### src/ste_pkg.sv
// shared types and constants for the space-run entab unit
package ste_pkg;

   // field widths
   localparam int TW_W  = 7;
   localparam int REP_W = 13;
   localparam int OP_W  = 3;

   // item kinds
   localparam logic KIND_TEXT = 1'b0;
   localparam logic KIND_END  = 1'b1;

   // characters of interest
   localparam logic [7:0] CH_TAB   = 8'h09;
   localparam logic [7:0] CH_LF    = 8'h0A;
   localparam logic [7:0] CH_CR    = 8'h0D;
   localparam logic [7:0] CH_SPACE = 8'h20;

   // reset value of the tab width register
   localparam logic [TW_W-1:0] TAB_WIDTH_RESET = 7'd4;

   // command codes from the front to the back
   localparam logic [OP_W-1:0] OP_SPACE = 3'd0;
   localparam logic [OP_W-1:0] OP_TAB   = 3'd1;
   localparam logic [OP_W-1:0] OP_EOL   = 3'd2;
   localparam logic [OP_W-1:0] OP_TEXT  = 3'd3;
   localparam logic [OP_W-1:0] OP_END   = 3'd4;

   // classified item waiting for the back
   typedef struct packed {
      logic [OP_W-1:0] op;
      logic [7:0]      data;
   } cmd_type;

   // one run-length result
   typedef struct packed {
      logic [7:0]       out_byte;
      logic [REP_W-1:0] repeat_res;
      logic             last;
   } res_type;

endpackage

### src/space_run_to_tab_entab_unit.sv
// top level of the space-run entab unit
//
// Rewrites runs of spaces and tabs in a text byte stream as tabs to each
// crossed tab stop followed by the remaining spaces; a one-column run ending
// in a space stays one space. Each item gives up to three run-length results
// (tab count, space count, then the byte), the last one flagged. CR and LF
// flush the run, pass through and restart the column; an end item flushes a
// trailing run. The front queues two items; the back handles one at a time.
// A space is taken by the back directly. A tab, and any byte that closes a
// pending run other than a single space, go through a bit-serial divider of
// CW = clog2(MAX_COLUMNS+1) steps; a byte with no pending run goes straight
// to emission. Tab width is written through csr_wen/csr_wdata; the user
// must write it only while the unit is idle; the unit does not enforce it.
module space_run_to_tab_entab_unit #(
   parameter int MAX_COLUMNS = 4096
) (
   input  logic                      clock,
   input  logic                      reset,
   // item input
   input  logic                      push,
   output logic                      full,
   input  logic                      req_kind,
   input  logic [7:0]                req_in_byte,
   // results
   output logic                      empty,
   input  logic                      pop,
   output logic [7:0]                rsp_out_byte,
   output logic [ste_pkg::REP_W-1:0] rsp_repeat_res,
   output logic                      rsp_last,
   // tab width register
   input  logic                      csr_wen,
   input  logic [ste_pkg::TW_W-1:0]  csr_wdata
);

   logic             cmd_valid;
   logic             cmd_pop;
   ste_pkg::cmd_type cmd;
   ste_pkg::res_type rsp;

   // classify and queue
   ste_front u_front (
      .clock       (clock),
      .reset       (reset),
      .push        (push),
      .full        (full),
      .req_kind    (req_kind),
      .req_in_byte (req_in_byte),
      .cmd_pop     (cmd_pop),
      .cmd_valid   (cmd_valid),
      .cmd         (cmd)
   );

   // execute and emit
   ste_back #(
      .MAX_COLUMNS(MAX_COLUMNS)
   ) u_back (
      .clock     (clock),
      .reset     (reset),
      .csr_wen   (csr_wen),
      .csr_wdata (csr_wdata),
      .cmd_valid (cmd_valid),
      .cmd       (cmd),
      .cmd_pop   (cmd_pop),
      .rsp       (rsp),
      .empty     (empty),
      .pop       (pop)
   );

   assign rsp_out_byte   = rsp.out_byte;
   assign rsp_repeat_res = rsp.repeat_res;
   assign rsp_last       = rsp.last;

endmodule

### src/ste_fifo.sv
// two-entry register queue used between the stages and at the result side
module ste_fifo #(
   parameter int W = 8
) (
   input  logic         clock,
   input  logic         reset,
   input  logic         push,
   input  logic [W-1:0] wdata,
   output logic         full,
   input  logic         pop,
   output logic [W-1:0] rdata,
   output logic         empty
);

   localparam int DEPTH = 2;
   localparam int PW    = $clog2(DEPTH);
   localparam int CNT_W = $clog2(DEPTH + 1);

   logic [W-1:0]     mem_ff [DEPTH];
   logic [PW-1:0]    wr_ptr_ff, wr_ptr_in;
   logic [PW-1:0]    rd_ptr_ff, rd_ptr_in;
   logic [CNT_W-1:0] count_ff, count_in;
   logic             do_wr, do_rd;

   // handshake decode
   assign full  = (count_ff == CNT_W'(DEPTH));
   assign empty = (count_ff == '0);
   assign do_wr = push & ~full;
   assign do_rd = pop & ~empty;
   assign rdata = mem_ff[rd_ptr_ff];

   // pointer and fill count update
   always_comb begin
      wr_ptr_in = do_wr ? wr_ptr_ff + 1'b1 : wr_ptr_ff;
      rd_ptr_in = do_rd ? rd_ptr_ff + 1'b1 : rd_ptr_ff;
      count_in  = count_ff;
      if (do_wr && !do_rd) begin
         count_in = count_ff + 1'b1;
      end else if (do_rd && !do_wr) begin
         count_in = count_ff - 1'b1;
      end
   end

   always_ff @(posedge clock) begin
      if (reset) begin
         wr_ptr_ff <= '0;
         rd_ptr_ff <= '0;
         count_ff  <= '0;
      end else begin
         wr_ptr_ff <= wr_ptr_in;
         rd_ptr_ff <= rd_ptr_in;
         count_ff  <= count_in;
      end
   end

   // entry storage
   always_ff @(posedge clock) begin
      if (do_wr) begin
         mem_ff[wr_ptr_ff] <= wdata;
      end
   end

endmodule

### src/ste_div.sv
// two-lane restoring divider, one quotient bit per lane per cycle, shared divisor
module ste_div #(
   parameter int DW = 13
) (
   input  logic                     clock,
   input  logic                     reset,
   input  logic                     start,
   input  logic [ste_pkg::TW_W-1:0] dvs,
   input  logic [DW-1:0]            dvd_a,
   input  logic [DW-1:0]            dvd_b,
   output logic [DW-1:0]            quo_a,
   output logic [ste_pkg::TW_W-1:0] rem_a,
   output logic [DW-1:0]            quo_b,
   output logic                     done
);

   localparam int TW_W  = ste_pkg::TW_W;
   localparam int CNT_W = $clog2(DW + 1);
   localparam int LANES = 2;

   logic [DW-1:0]    q_ff   [LANES];
   logic [DW-1:0]    q_in   [LANES];
   logic [TW_W-1:0]  rem_ff [LANES];
   logic [TW_W-1:0]  rem_in [LANES];
   logic [TW_W:0]    trial  [LANES];
   logic [TW_W:0]    diff   [LANES];
   logic             ge     [LANES];
   logic [CNT_W-1:0] cnt_ff;
   logic             busy_ff;
   logic             done_ff;

   // one shift-compare-subtract step per lane
   always_comb begin
      for (int l = 0; l < LANES; l++) begin
         trial[l]  = {rem_ff[l], q_ff[l][DW-1]};
         ge[l]     = (trial[l] >= {1'b0, dvs});
         diff[l]   = trial[l] - {1'b0, dvs};
         rem_in[l] = ge[l] ? diff[l][TW_W-1:0] : trial[l][TW_W-1:0];
         q_in[l]   = {q_ff[l][DW-2:0], ge[l]};
      end
   end

   // step counter and completion pulse
   always_ff @(posedge clock) begin
      if (reset) begin
         cnt_ff  <= '0;
         busy_ff <= 1'b0;
         done_ff <= 1'b0;
      end else begin
         done_ff <= 1'b0;
         if (start) begin
            cnt_ff  <= CNT_W'(DW);
            busy_ff <= 1'b1;
         end else if (busy_ff) begin
            cnt_ff <= cnt_ff - 1'b1;
            if (cnt_ff == CNT_W'(1)) begin
               busy_ff <= 1'b0;
               done_ff <= 1'b1;
            end
         end
      end
   end

   // quotient and remainder shift registers
   always_ff @(posedge clock) begin
      if (start) begin
         q_ff[0]   <= dvd_a;
         q_ff[1]   <= dvd_b;
         rem_ff[0] <= '0;
         rem_ff[1] <= '0;
      end else if (busy_ff) begin
         for (int l = 0; l < LANES; l++) begin
            q_ff[l]   <= q_in[l];
            rem_ff[l] <= rem_in[l];
         end
      end
   end

   assign quo_a = q_ff[0];
   assign rem_a = rem_ff[0];
   assign quo_b = q_ff[1];
   assign done  = done_ff;

endmodule

### src/ste_front.sv
// front end: takes items, sorts them into commands and queues them for the back
module ste_front (
   input  logic             clock,
   input  logic             reset,
   input  logic             push,
   output logic             full,
   input  logic             req_kind,
   input  logic [7:0]       req_in_byte,
   input  logic             cmd_pop,
   output logic             cmd_valid,
   output ste_pkg::cmd_type cmd
);

   localparam int CMD_W = $bits(ste_pkg::cmd_type);

   ste_pkg::cmd_type cls;
   logic [CMD_W-1:0] cmd_vec;
   logic             cmd_empty;

   // classify the incoming item
   always_comb begin
      cls.data = req_in_byte;
      priority if (req_kind == ste_pkg::KIND_END) begin
         cls.op = ste_pkg::OP_END;
      end else if (req_in_byte == ste_pkg::CH_SPACE) begin
         cls.op = ste_pkg::OP_SPACE;
      end else if (req_in_byte == ste_pkg::CH_TAB) begin
         cls.op = ste_pkg::OP_TAB;
      end else if (req_in_byte == ste_pkg::CH_CR || req_in_byte == ste_pkg::CH_LF) begin
         cls.op = ste_pkg::OP_EOL;
      end else begin
         cls.op = ste_pkg::OP_TEXT;
      end
   end

   // command queue towards the back
   ste_fifo #(
      .W(CMD_W)
   ) u_cmd_q (
      .clock (clock),
      .reset (reset),
      .push  (push),
      .wdata (cls),
      .full  (full),
      .pop   (cmd_pop),
      .rdata (cmd_vec),
      .empty (cmd_empty)
   );

   assign cmd_valid = ~cmd_empty;
   assign cmd       = ste_pkg::cmd_type'(cmd_vec);

endmodule

### src/ste_back.sv
// back end: column tracking, run flushing through the divider, result emission
module ste_back #(
   parameter int MAX_COLUMNS = 4096
) (
   input  logic                     clock,
   input  logic                     reset,
   input  logic                     csr_wen,
   input  logic [ste_pkg::TW_W-1:0] csr_wdata,
   input  logic                     cmd_valid,
   input  ste_pkg::cmd_type         cmd,
   output logic                     cmd_pop,
   output ste_pkg::res_type         rsp,
   output logic                     empty,
   input  logic                     pop
);

   localparam int CW    = $clog2(MAX_COLUMNS + 1);
   localparam int SW    = CW + 1;
   localparam int REP_W = ste_pkg::REP_W;
   localparam int TW_W  = ste_pkg::TW_W;
   localparam int RW    = (CW > REP_W) ? CW : REP_W;
   localparam int RES_W = $bits(ste_pkg::res_type);

   // sequencer states
   localparam logic [1:0] S_IDLE = 2'd0;
   localparam logic [1:0] S_DIV  = 2'd1;
   localparam logic [1:0] S_EMIT = 2'd2;

   logic [1:0]       state_ff, state_in;
   logic [CW-1:0]    column_ff, column_in;
   logic [CW-1:0]    run_start_ff, run_start_in;
   logic             in_run_ff, in_run_in;
   logic             prev_space_ff, prev_space_in;
   logic [REP_W-1:0] tabs_ff, tabs_in;
   logic [REP_W-1:0] spaces_ff, spaces_in;
   logic             byte_sent_ff, byte_sent_in;
   logic [TW_W-1:0]  tab_width_ff, tab_width_in;

   logic [TW_W-1:0]  tw;
   logic [CW-1:0]    run_w;
   logic             single;
   logic [CW-1:0]    quo_a, quo_b;
   logic [TW_W-1:0]  rem_a;
   logic             div_start, div_done;
   logic [CW-1:0]    tabs_c, spaces_c;
   logic [SW-1:0]    tab_sum, one_sum;
   logic             out_push, out_full;
   ste_pkg::res_type out_data;
   logic [RES_W-1:0] rsp_vec;

   // clamp a grown column to the bound
   function automatic logic [CW-1:0] sat(input logic [SW-1:0] s);
      sat = (s > SW'(MAX_COLUMNS)) ? CW'(MAX_COLUMNS) : s[CW-1:0];
   endfunction

   // keep the low bits of a count for the repeat field
   function automatic logic [REP_W-1:0] to_rep(input logic [CW-1:0] v);
      logic [RW-1:0] w;
      w      = RW'(v);
      to_rep = w[REP_W-1:0];
   endfunction

   // quotients of column and run start, and remainder of column, by the tab width
   ste_div #(
      .DW(CW)
   ) u_div (
      .clock (clock),
      .reset (reset),
      .start (div_start),
      .dvs   (tw),
      .dvd_a (column_ff),
      .dvd_b (run_start_ff),
      .quo_a (quo_a),
      .rem_a (rem_a),
      .quo_b (quo_b),
      .done  (div_done)
   );

   // run arithmetic
   always_comb begin
      tw       = (tab_width_ff == '0) ? TW_W'(1) : tab_width_ff;
      run_w    = column_ff - run_start_ff;
      single   = in_run_ff && prev_space_ff && (run_w == CW'(1));
      tabs_c   = quo_a - quo_b;
      spaces_c = (tabs_c != '0) ? CW'(rem_a) : run_w;
      tab_sum  = {1'b0, column_ff} + SW'(tw - rem_a);
      one_sum  = {1'b0, column_ff} + SW'(1);
   end

   // sequencer
   always_comb begin
      state_in      = state_ff;
      column_in     = column_ff;
      run_start_in  = run_start_ff;
      in_run_in     = in_run_ff;
      prev_space_in = prev_space_ff;
      tabs_in       = tabs_ff;
      spaces_in     = spaces_ff;
      byte_sent_in  = byte_sent_ff;
      tab_width_in  = csr_wen ? csr_wdata : tab_width_ff;
      cmd_pop       = 1'b0;
      div_start     = 1'b0;
      out_push      = 1'b0;
      out_data      = '0;

      unique case (state_ff)
         S_IDLE: begin
            if (cmd_valid) begin
               unique case (cmd.op)
                  ste_pkg::OP_SPACE: begin
                     if (!in_run_ff) begin
                        run_start_in = column_ff;
                     end
                     in_run_in     = 1'b1;
                     column_in     = sat(one_sum);
                     prev_space_in = 1'b1;
                     cmd_pop       = 1'b1;
                  end
                  ste_pkg::OP_TAB: begin
                     div_start = 1'b1;
                     state_in  = S_DIV;
                  end
                  default: begin
                     // line end, text byte or end item: flush then emit
                     byte_sent_in = 1'b0;
                     if (in_run_ff && !single) begin
                        div_start = 1'b1;
                        state_in  = S_DIV;
                     end else begin
                        tabs_in   = '0;
                        spaces_in = single ? REP_W'(1) : '0;
                        state_in  = S_EMIT;
                     end
                  end
               endcase
            end
         end
         S_DIV: begin
            if (div_done) begin
               if (cmd.op == ste_pkg::OP_TAB) begin
                  if (!in_run_ff) begin
                     run_start_in = column_ff;
                  end
                  in_run_in     = 1'b1;
                  prev_space_in = 1'b0;
                  column_in     = sat(tab_sum);
                  cmd_pop       = 1'b1;
                  state_in      = S_IDLE;
               end else begin
                  tabs_in   = to_rep(tabs_c);
                  spaces_in = to_rep(spaces_c);
                  state_in  = S_EMIT;
               end
            end
         end
         S_EMIT: begin
            // tabs, then spaces, then the byte itself (none for an end item)
            priority if (tabs_ff != '0) begin
               out_push            = 1'b1;
               out_data.out_byte   = ste_pkg::CH_TAB;
               out_data.repeat_res = tabs_ff;
               out_data.last       = (spaces_ff == '0) && (cmd.op == ste_pkg::OP_END);
               if (!out_full) begin
                  tabs_in = '0;
               end
            end else if (spaces_ff != '0) begin
               out_push            = 1'b1;
               out_data.out_byte   = ste_pkg::CH_SPACE;
               out_data.repeat_res = spaces_ff;
               out_data.last       = (cmd.op == ste_pkg::OP_END);
               if (!out_full) begin
                  spaces_in = '0;
               end
            end else if (cmd.op != ste_pkg::OP_END && !byte_sent_ff) begin
               out_push            = 1'b1;
               out_data.out_byte   = cmd.data;
               out_data.repeat_res = REP_W'(1);
               out_data.last       = 1'b1;
               if (!out_full) begin
                  byte_sent_in = 1'b1;
               end
            end else begin
               in_run_in     = 1'b0;
               prev_space_in = 1'b0;
               if (cmd.op == ste_pkg::OP_TEXT) begin
                  column_in = sat(one_sum);
               end else begin
                  column_in    = '0;
                  run_start_in = '0;
               end
               cmd_pop  = 1'b1;
               state_in = S_IDLE;
            end
         end
         default: begin
            state_in = S_IDLE;
         end
      endcase
   end

   always_ff @(posedge clock) begin
      if (reset) begin
         state_ff      <= S_IDLE;
         column_ff     <= '0;
         run_start_ff  <= '0;
         in_run_ff     <= 1'b0;
         prev_space_ff <= 1'b0;
         tabs_ff       <= '0;
         spaces_ff     <= '0;
         byte_sent_ff  <= 1'b0;
         tab_width_ff  <= ste_pkg::TAB_WIDTH_RESET;
      end else begin
         state_ff      <= state_in;
         column_ff     <= column_in;
         run_start_ff  <= run_start_in;
         in_run_ff     <= in_run_in;
         prev_space_ff <= prev_space_in;
         tabs_ff       <= tabs_in;
         spaces_ff     <= spaces_in;
         byte_sent_ff  <= byte_sent_in;
         tab_width_ff  <= tab_width_in;
      end
   end

   // result queue
   ste_fifo #(
      .W(RES_W)
   ) u_rsp_q (
      .clock (clock),
      .reset (reset),
      .push  (out_push),
      .wdata (out_data),
      .full  (out_full),
      .pop   (pop),
      .rdata (rsp_vec),
      .empty (empty)
   );

   assign rsp = ste_pkg::res_type'(rsp_vec);

endmodule
### config.mk
export PLATFORM = sky130hd
export DESIGN_NAME = space_run_to_tab_entab_unit
export DESIGN_NICKNAME = d
export VERILOG_FILES = /design/src/ste_pkg.sv /design/src/space_run_to_tab_entab_unit.sv /design/src/ste_fifo.sv /design/src/ste_div.sv /design/src/ste_front.sv /design/src/ste_back.sv
export SDC_FILE = /design/constraint.sdc
export NUM_CORES = 1
export LEC_CHECK = 0
export BUFFER_PORTS_ARGS = -buffer_cell sky130_fd_sc_hd__buf_2
export CAP_MARGIN = 20
export CORE_ASPECT_RATIO = 0.9
export CORE_MARGIN = 2
export CORE_UTILIZATION = 45
export DETAILED_ROUTE_END_ITERATION = 12
export PLACE_DENSITY = 0.73
export SLEW_MARGIN = 15
export SYNTH_ARGS = -nofsm -noshare
export SYNTH_HDL_FRONTEND = slang
export SYNTH_SLANG_ARGS = --single-unit
### constraint.sdc
create_clock -name clock -period 13.9 [get_ports clock]
set_clock_uncertainty 0.1 [all_clocks]
set_input_delay 1.39 -clock clock [delete_from_list [all_inputs] [get_ports clock]]
set_output_delay 1.39 -clock clock [all_outputs]
set_load 0.005 [all_outputs]
==> impl_summary.txt <==
----------------------------------------------------
[Cells and area]
  FILL cells ... 2253
  Final-stage net count ... 1309
  Cell area after layout ... approximately 13000 um^2
  Finished Layout Cells ... 1570
  Synthesis-to-layout area growth ... 10.1%
  Number of antenna diodes ... 0
  Share of post-route cells with drive strength above 1 ... between 10% and 20%

[CTS]
  Count of hold buffers inserted by post-cts repair ... 0
  Max Root-Sink Buffers ... 2
  Library cell used as clock root buffer ... sky130_fd_sc_hd__clkbuf_16
  Insertion delay to the later sink of the worst-skew pair ... ~0.45 ns
  Number of buffers created by CTS ... 17
  CTS tree ... done
  Number of buffers inserted to repair setup after CTS ... 0
  Number of clock sinks seen by CTS ... 186
  CTS H-tree lvls ... 4
  Post-CTS resize count ... 0
  Clock transition time at the flip-flop clock pins of the worst setup and hold paths ... ~0.09 ns

[Logic synthesis]
  Dominant combinational cell family by area after synthesis ... simple AND/OR/NAND/NOR gates
  Adder-cell share of the synthesized area ... roughly 8.3%
  Leading cell types by count after synthesis ... sky130_fd_sc_hd__nor2_1, sky130_fd_sc_hd__edfxtp_1, sky130_fd_sc_hd__a21oi_1, sky130_fd_sc_hd__nand2_1, sky130_fd_sc_hd__dfxtp_1
  Area fraction of the dominant cell type after synthesis ... 27.7%
  Cell accounting for the most synthesized area ... sky130_fd_sc_hd__edfxtp_1
  Multiplexer share of the synthesized area ... 8.24%
  Post-synthesis share of cell area spent on and, or, nand and nor gates ... 17.1%
  Synthesized flop and latch total ... 186
  Ys async rst share ... 0%
  Yosys warning count ... 0
  Library cell with the highest instance count after synthesis ... sky130_fd_sc_hd__nor2_1
  Sequential share of the synthesized area ... 41.6%
  Fraction of the mapped netlist area in compound gates ... between 15 and 20%
  Average cell area after synthesis ... 9.58 um^2
  Number of enable-type register cells in the synthesized netlist ... 106
  Number of cells produced by synthesis ... 1200
  Synth Area in XOR/XNOR ... under 10%
  Synth area leaders ... sky130_fd_sc_hd__edfxtp_1, sky130_fd_sc_hd__dfxtp_1, sky130_fd_sc_hd__ha_1, sky130_fd_sc_hd__a21oi_1, sky130_fd_sc_hd__mux2i_1
  Area of the mapped netlist ... 11500 um^2
  Prevailing post-synth register cell ... sky130_fd_sc_hd__edfxtp_1
  Net count of the mapped netlist ... 1294
  Number of different library cells in the post-synthesis netlist ... 86

[Route]
  Vias post-DR ... about 9000
  Number of nets still failing antenna checks after routing ... 0
  Post-detailed-route via-to-cell ratio ... 5.71
  DRC violation count after routing ... 0
  Overall routed net length ... 26200 um
  Count of routing violations after the opening detailed-route iteration ... 837
  Number of detailed-routing iterations run before antenna repair ... 5
  Detailed-route wire length per cell ... 16.7 um

[Worst setup path]
  Count of cells along the worst register-to-register path ... 20
  Crit path capture type ... flip-flop
  Reg2Reg Setup Slack ... between 8 and 9 ns
  Crit path arrival time ... 5.64 ns
  Nature of the critical path startpoint ... flip-flop
  Critical path class ... reg -> reg
  Critical path fanouts, max ... 7
  Required time of the worst setup path ... ~14 ns

[Pwr]
  Peak VDD IR ... 0.000112 V
  Leakage power figure ... 4.87 nW
  Total design power ... 0.00248 W
  Power per Cell Area ... between 150 and 200 nW/um^2

[STA]
  Worst rel slew slack ... 33.8%
  Worst hold slack across all endpoints ... between 0.3 and 0.4 ns
  Slew at the pin closest to its max-slew limit ... about 1 ns
  Final number of setup-violating endpoints ... 0
  RSZ-0062 raised after global routing ... false
  Final Max Tran Viols ... 0
  Final period util ... 38.7%
  Fmax achieved ... 186 MHz
  Setup_tns ... 0 ns
  Final number of hold-violating endpoints ... 0
  Post-route minimum period ... 5.38 ns

[Flow run]
  Number of violations of the max-capacitance limit ... 0

[Die]
  Die height ... about 160 um
  Number of primary I/O pins ... 45
  Die width ... about 170 um
  Cell Rows ... 55
  Core Footprint ... 25100 um^2
  Total die area ... 26800 um^2
  Starting density of the core ... 45.8%

[Placed design]
  Number of placed instances, taps included ... 1536
  Final HPWL from detailed placement ... ~19000 um
  Port-buffer cells ... 44
  Global placer's final weighted congestion ... 0.865
  Placement Cell Area ... approximately 12000 um^2

[Global routing]
  Maximum number of pins on one net before global-route repair ... 58
  First-pass GRT wire length ... 42600 um
  Initial antenna violation count ... 0
  GRT overflow ... 0
  Vias in the first global route ... ~8400
  All-Layer GR Usage ... 20.1%

[Status]
  Outcome ... finished clean

[Worst hold path]
  Path type of the worst min-delay path ... reg -> reg
  Min-Delay Path Depth ... 2

----------------------------------------------------
==> layer usage <==
layer	track usage, %	part of all wire, %	vias up
met4	5.88	1.7	0
met3	2.71	5.4	33
met1	28.8	48	4317
met5	0	0	-
li1	-	-	4385
met2	31.7	45	236
==> cell usage in the layout (no fill, tap or decap), drive strengths merged, types with 25 or more instances in the layout <==
cell	netlist	layout
mux2i	44	44
nand2	84	84
mux2	45	45
dfxtp	80	80
ha	67	67
a21oi	88	88
buf	18	53
nor3	30	30
xor2	25	25
nor2b	38	38
o21ai	55	55
nor2	109	109
xnor2	28	28
edfxtp	106	106
inv	77	85
==> cell type report <==
type | instances | area, um^2 | area share (%)
Inverter | 77 | 289 | 2.28
Sequential cell | 186 | 4780 | 37.8
Timing Repair Buffer | 53 | 315 | 2.49
Clock inverter | 15 | 205 | 1.62
Clock buffer | 17 | 425 | 3.36
Tap cell | 342 | 428 | 3.38
Multi-Input combinational cell | 880 | 6210 | 49.1
==> metrics by stage <==
stage / worst slack, ns / utilization, %
after CTS: 8.48 / 50.2
after global placement: 8.62 / 47.7
after detailed placement: 8.54 / 47.7
final: 8.52 / 50.4
after global routing: 7.84 / 50.4
after floorplan: 9.21 / -
==> where the power goes <==
group          total [W]  switching [W]  internal, W
clock network   0.000505       0.000255     0.000250
logic            0.00117       0.000697     0.000475
registers       0.000803      0.0000877     0.000715
==> kinds of logic after synthesis <==
family,count (synthesis)
adder cells (fa/ha/maj),73
XOR/XNOR,53
multiplexers,89
flip-flops,186
AO/OA/AOI/OAI,280
buffers and inverters,134
AND/OR/NAND/NOR,385
==> path summary, 6_finish.rpt <==
check	startpoint	endpoint
max	u_back.tab_width_ff[1]	u_back.column_ff[10]
min	u_back.run_start_ff[3]	u_back.run_start_ff[3]
max reg2reg	u_back.tab_width_ff[1]	u_back.column_ff[10]
min reg2reg	u_back.run_start_ff[3]	u_back.run_start_ff[3]
==> worst max-delay path: stages (launching register included) <==
cell and delay [ns]:
sky130_fd_sc_hd__dfxtp_1 0.55, sky130_fd_sc_hd__nor2_1 0.08, sky130_fd_sc_hd__a31o_2 0.24, sky130_fd_sc_hd__inv_1 0.06, sky130_fd_sc_hd__ha_1 0.17, sky130_fd_sc_hd__inv_1 0.06, sky130_fd_sc_hd__fa_1 0.42, sky130_fd_sc_hd__nand2_1 0.08
sky130_fd_sc_hd__nand2_1 0.05, sky130_fd_sc_hd__a21oi_1 0.22, sky130_fd_sc_hd__xnor2_1 0.10, sky130_fd_sc_hd__ha_1 0.36, sky130_fd_sc_hd__and3_1 0.16, sky130_fd_sc_hd__a2111oi_0 0.82, sky130_fd_sc_hd__o21a_1 0.22, sky130_fd_sc_hd__o31ai_1 0.08
sky130_fd_sc_hd__a21oi_1 0.25, sky130_fd_sc_hd__xor2_1 0.12, sky130_fd_sc_hd__nor3b_1 0.53, sky130_fd_sc_hd__or4b_1 0.48, sky130_fd_sc_hd__a21oi_1 0.14
==> registers in the layout, summed over array words and instances (netlist names), 2 cells and up, named ones only <==
register	flops
u_back.run_start_ff	13
u_back.tabs_ff	13
u_back.spaces_ff	13
u_back.u_div.cnt_ff	4
u_back.column_ff	13
u_back.tab_width_ff	7
u_back.u_rsp_q.mem_ff	44
u_front.u_cmd_q.count_ff	2
u_back.u_rsp_q.count_ff	2
u_front.u_cmd_q.mem_ff	22
u_back.u_div.q_ff	26
u_back.u_div.rem_ff	14
u_back.state_ff	2
Note: power is estimated with default switching activity, not from simulation.
